File: src/hw/rtl/uartrb_pkg.sv
// shared types and constants of the uart ring buffer event controller
`timescale 1ns / 1ps

package uartrb_pkg;

    // byte width of both rings
    localparam int BYTE_W = 8;

    // field widths of the stream items
    localparam int ACTION_W   = 3;
    localparam int EVENT_W    = 3;
    localparam int LEVEL_W    = 8;
    localparam int SPACE_W    = 9;
    localparam int IN_DATA_W  = 8;
    localparam int OUT_DATA_W = 40;

    // action carried in the input tuser
    typedef enum logic [ACTION_W-1:0] {
        ACT_RX_BYTE = 3'd0,
        ACT_READ    = 3'd1,
        ACT_WRITE   = 3'd2,
        ACT_TX_DONE = 3'd3,
        ACT_TICK    = 3'd4
    } t_action;

    // status event codes
    localparam logic [EVENT_W-1:0] EV_IDLE       = 3'd0;
    localparam logic [EVENT_W-1:0] EV_RX_FULL    = 3'd1;
    localparam logic [EVENT_W-1:0] EV_RX_HALF    = 3'd2;
    localparam logic [EVENT_W-1:0] EV_RX_TIMEOUT = 3'd3;
    localparam logic [EVENT_W-1:0] EV_TX_IDLE    = 3'd4;

    // reset value of the receive timeout register
    localparam logic [LEVEL_W-1:0] TIMEOUT_RESET = 8'd6;

endpackage

File: src/hw/rtl/uartrb_ram.sv
// byte-wide ring storage with one write port and one registered read port
`timescale 1ns / 1ps

module uartrb_ram
    import uartrb_pkg::*;
#(
    parameter int DEPTH = 256,
    localparam int AW = $clog2(DEPTH)
) (
    input  logic              i_clk,
    input  logic              i_we,
    input  logic [AW-1:0]     i_waddr,
    input  logic [BYTE_W-1:0] i_wdata,
    input  logic              i_re,
    input  logic [AW-1:0]     i_raddr,
    output logic [BYTE_W-1:0] o_rdata
);

    logic [BYTE_W-1:0] r_mem [DEPTH];
    logic [BYTE_W-1:0] r_rdata;

    // write port
    always_ff @(posedge i_clk) begin
        if (i_we) begin
            r_mem[i_waddr] <= i_wdata;
        end
    end

    // read port, data held until the next read
    always_ff @(posedge i_clk) begin
        if (i_re) begin
            r_rdata <= r_mem[i_raddr];
        end
    end

    assign o_rdata = r_rdata;

endmodule

File: config.mk
export PLATFORM = sky130hd
export DESIGN_NAME = uartrb_ram
export DESIGN_NICKNAME = d
export VERILOG_FILES = /design/src/hw/rtl/uartrb_pkg.sv /design/src/hw/rtl/uartrb_ram.sv
export SDC_FILE = /design/constraint.sdc
export NUM_CORES = 2
export LEC_CHECK = 0
export BUFFER_PORTS_ARGS = -buffer_cell sky130_fd_sc_hd__buf_2
export CORE_UTILIZATION = 28
export DETAILED_ROUTE_END_ITERATION = 10
export HOLD_SLACK_MARGIN = 0.05
export PLACE_DENSITY_LB_ADDON = 0.15
export SLEW_MARGIN = 25
export SYNTH_ARGS = -nofsm -noshare
export SYNTH_HDL_FRONTEND = slang
export SYNTH_SLANG_ARGS = --single-unit
File: constraint.sdc
create_clock -name i_clk -period 5.6 [get_ports i_clk]
set_input_delay 0.56 -clock i_clk [delete_from_list [all_inputs] [get_ports i_clk]]
set_output_delay 0.56 -clock i_clk [all_outputs]
set_load 0.01 [all_outputs]
==> results.txt <==
Status - completed
Synth warnings - 0
GRT Total Usage - 16.16%
Clk sinks - 2,056
Post-cts hold buffer count - 0
Nets@finish - 3,938
Die height - 535.3 um
# setup viols final - 0
Mean routed wirelength per cell - 29.89 um
DRT iter0 DRCs - 3,293
Worst vdd ir - 0.2861 mV
Tot Pwr - 32,950 uW
Worst-path clk slew - 0.06 ns
Slew at the pin closest to its max-slew limit - 1.097 ns
Max Freq - 269.7 MHz
Register area share after synthesis - 77.53%
Port Buf Inserts - 34
Avg Synthesized Cell Area - 21.33 um2
Leak - 0.02774 uW
Uppermost routed layer - met5
Gate power share - 5.0%
Sequential share of power - 51.6%
CP Launch Type - primary input
Setup bufs post-CTS - 0
Post-layout min period - 3.708 ns
Hold Crit Depth - 1
Fillers - 27,020
Worst slew margin - 26.27%
Gpl congestion - 0.7808
WL met3 - 11.10 mm
# rows - 195
Crit share post-route - 66.22%
Critical Path AT - 4.32 ns
CTS Buf Count - 227
Clock Path Buffers - 4
Commonest non-fill, non-tap cells in the layout - edfxtp_1, mux4_2, nor2_1
Reg2Reg Setup Slack - 2.49 ns
WL met2 - 111.7 mm
Async set or reset register ratio after synthesis - 0%
Crit. End Element - flop
TritonCTS clock tree - done
Clock power share - 43.4%
Reg2reg end - o_rdata[3]
Worst Hold Launch - i_wdata[5]
Distinct cells, synth - 54
PD cells - 359.0 mW/mm2
Skew final - 0.08320 ns
R2R Path Start - r_mem[195][3]
R2r worst-path depth - 7
Sw frac - 22.05%
First-pass GRT wire length - 325.8 mm
Die ar. - 0.2866 mm2
Worst EP required - 6.21 ns
Vias post-DR - 38,500
Via density per instance - 4.912
H-tree depth - 4
Setup tns final - 0 ns
Met1 Wirelength - 106.9 mm
Clock tree root driver cell - clkbuf_16
EDFF count, synth - 2,056
GRT Residual Overflow - 0
DP HPWL - 144.4 mm
Routed Antenna Nets - 0
Initial antenna violation count - 20
DIE WIDTH - 535.3 um
Mapped cell area - 0.07964 mm2
Core region area - 0.2825 mm2
Crit. Startpoint - i_raddr[1]
Worst-path maximum fanout - 51
Pint - 25,690 uW
Synthesized flop and latch total - 2,056
Final wirelength - 234.3 mm
Post-CTS resize count - 0
Final Hold Vio Count - 0
Worst skew pair latency - 0.90 ns
Largest net degree at the start of global routing - 182
P_sw - 7265 uW
Most common cell after layout, fill and taps aside - edfxtp_1
Area delta synth->final - 15.25%
# IOs - 35
Number of global-route vias before repair - 39,650
Starting Density - 28.19%
Initial DRT Pass Iterations - 5
Worst Setup EP - o_rdata[2]
HP Class - in -> reg
Hold Worst Slack - 0.1201 ns
Unrepaired setup endpoints after global routing - false
Mapped Nets - 3,760
DRC - 0
Share of cells above drive strength 1 - 24.35%
Max Cap Viol - 0
Final Slew Violations - 0
CP Class - in -> reg
Main synth FF type - edfxtp_1
Post-Syn Instances - 3,733
[worst max-delay path, cell delays in order]
cell	delay, ns
buf_8	0.44
buf_4	0.58
nand3b_1	0.67
o221ai_1	0.27
a21oi_1	0.44
a21oi_1	0.22
nor3_1	0.92
nor4_2	0.11
[final cells by class]
cell class | count | area, um2 | share of cell area (%)
sequential | 2056 | 61740 | 67.27
multi-input combinational | 1442 | 16620 | 18.11
clock buffer | 276 | 5886 | 6.413
tap | 3743 | 4683 | 5.103
timing repair buffer | 182 | 1712 | 1.865
clock inverter | 132 | 1117 | 1.217
antenna | 5 | 12.51 | 0.01363
inverter | 2 | 7.507 | 0.008180
[sequential cells by signal, indices dropped and copies added, names as in the netlist]
register / flops
r_mem: 2048
o_rdata: 8
[routing by layer]
metal | up-vias | GRT usage (%)
met1 | 21110 | 22.99
met3 | 292 | 2.356
met4 | 4 | 3.286
met5 | - | 0
met2 | 1013 | 26.24
li1 | 16090 | -
[worst min-delay path by stage]
stage                         to  slack [ns]
global placement    r_mem[57][5]        1.03
detailed placement  r_mem[57][5]        1.03
global route        r_mem[57][5]        0.11
finish              r_mem[57][5]        0.12
floorplan            r_mem[0][0]        0.66
CTS                 r_mem[57][5]        0.11
[Yosys cell counts, drive strengths merged, types with 8 or more instances]
cell type	number	area (um2)
a211oi	16	120.1
nor2b	31	193.9
a221oi	14	128.9
nand2	33	123.9
nand3	34	170.2
nand2b	8	50.05
buf	122	1032
clkbuf	111	416.7
nand4	10	62.56
nor3	22	110.1
nor4	27	187.7
o211ai	10	75.07
a22o	8	70.07
o22ai	28	175.2
nor2	282	1059
a21oi	96	480.5
o221ai	47	417.9
edfxtp	2056	61740
mux4	456	10280
a22oi	133	998.5
mux2i	134	1341
o21ai	12	60.06
[stage by stage]
step / cells / setup WS, ns / utilization, % / area (um2)
final: 7838 / 1.892 / 32.48 / 91780
after global routing: 7835 / 1.926 / 32.48 / 91770
after CTS: 7833 / 2.011 / 32.47 / 91730
after detailed placement: 7425 / 1.037 / 29.99 / 84730
after global placement: 7425 / 0.8008 / 29.97 / 84680
after floorplan: 3733 / 2.964 / - / 79640
[power by group through the flow]
stage,combinational (uW),clock (uW),sequential [uW]
after global routing,1730,15200,17000
final,1630,14300,17000
after floorplan,824,0,17300
after detailed placement,1670,0,17300
after global placement,1660,0,17300
after CTS,1670,14700,17000
[kinds of logic (layout without fill, tap and decap cells)]
| group | Yosys count | count (layout) | share of synthesized area [%] |
|---|---|---|---|
| DFF | 2056 | 2056 | 77.53 |
| and+or+nand+nor | 466 | 466 | 2.625 |
| other | 0 | 5 | 0 |
| muxes | 591 | 591 | 14.60 |
| AOI/OAI and AO/OA | 385 | 385 | 3.416 |
| buffers and inverters | 235 | 592 | 1.829 |
Note: power is estimated with default switching activity, not from simulation.
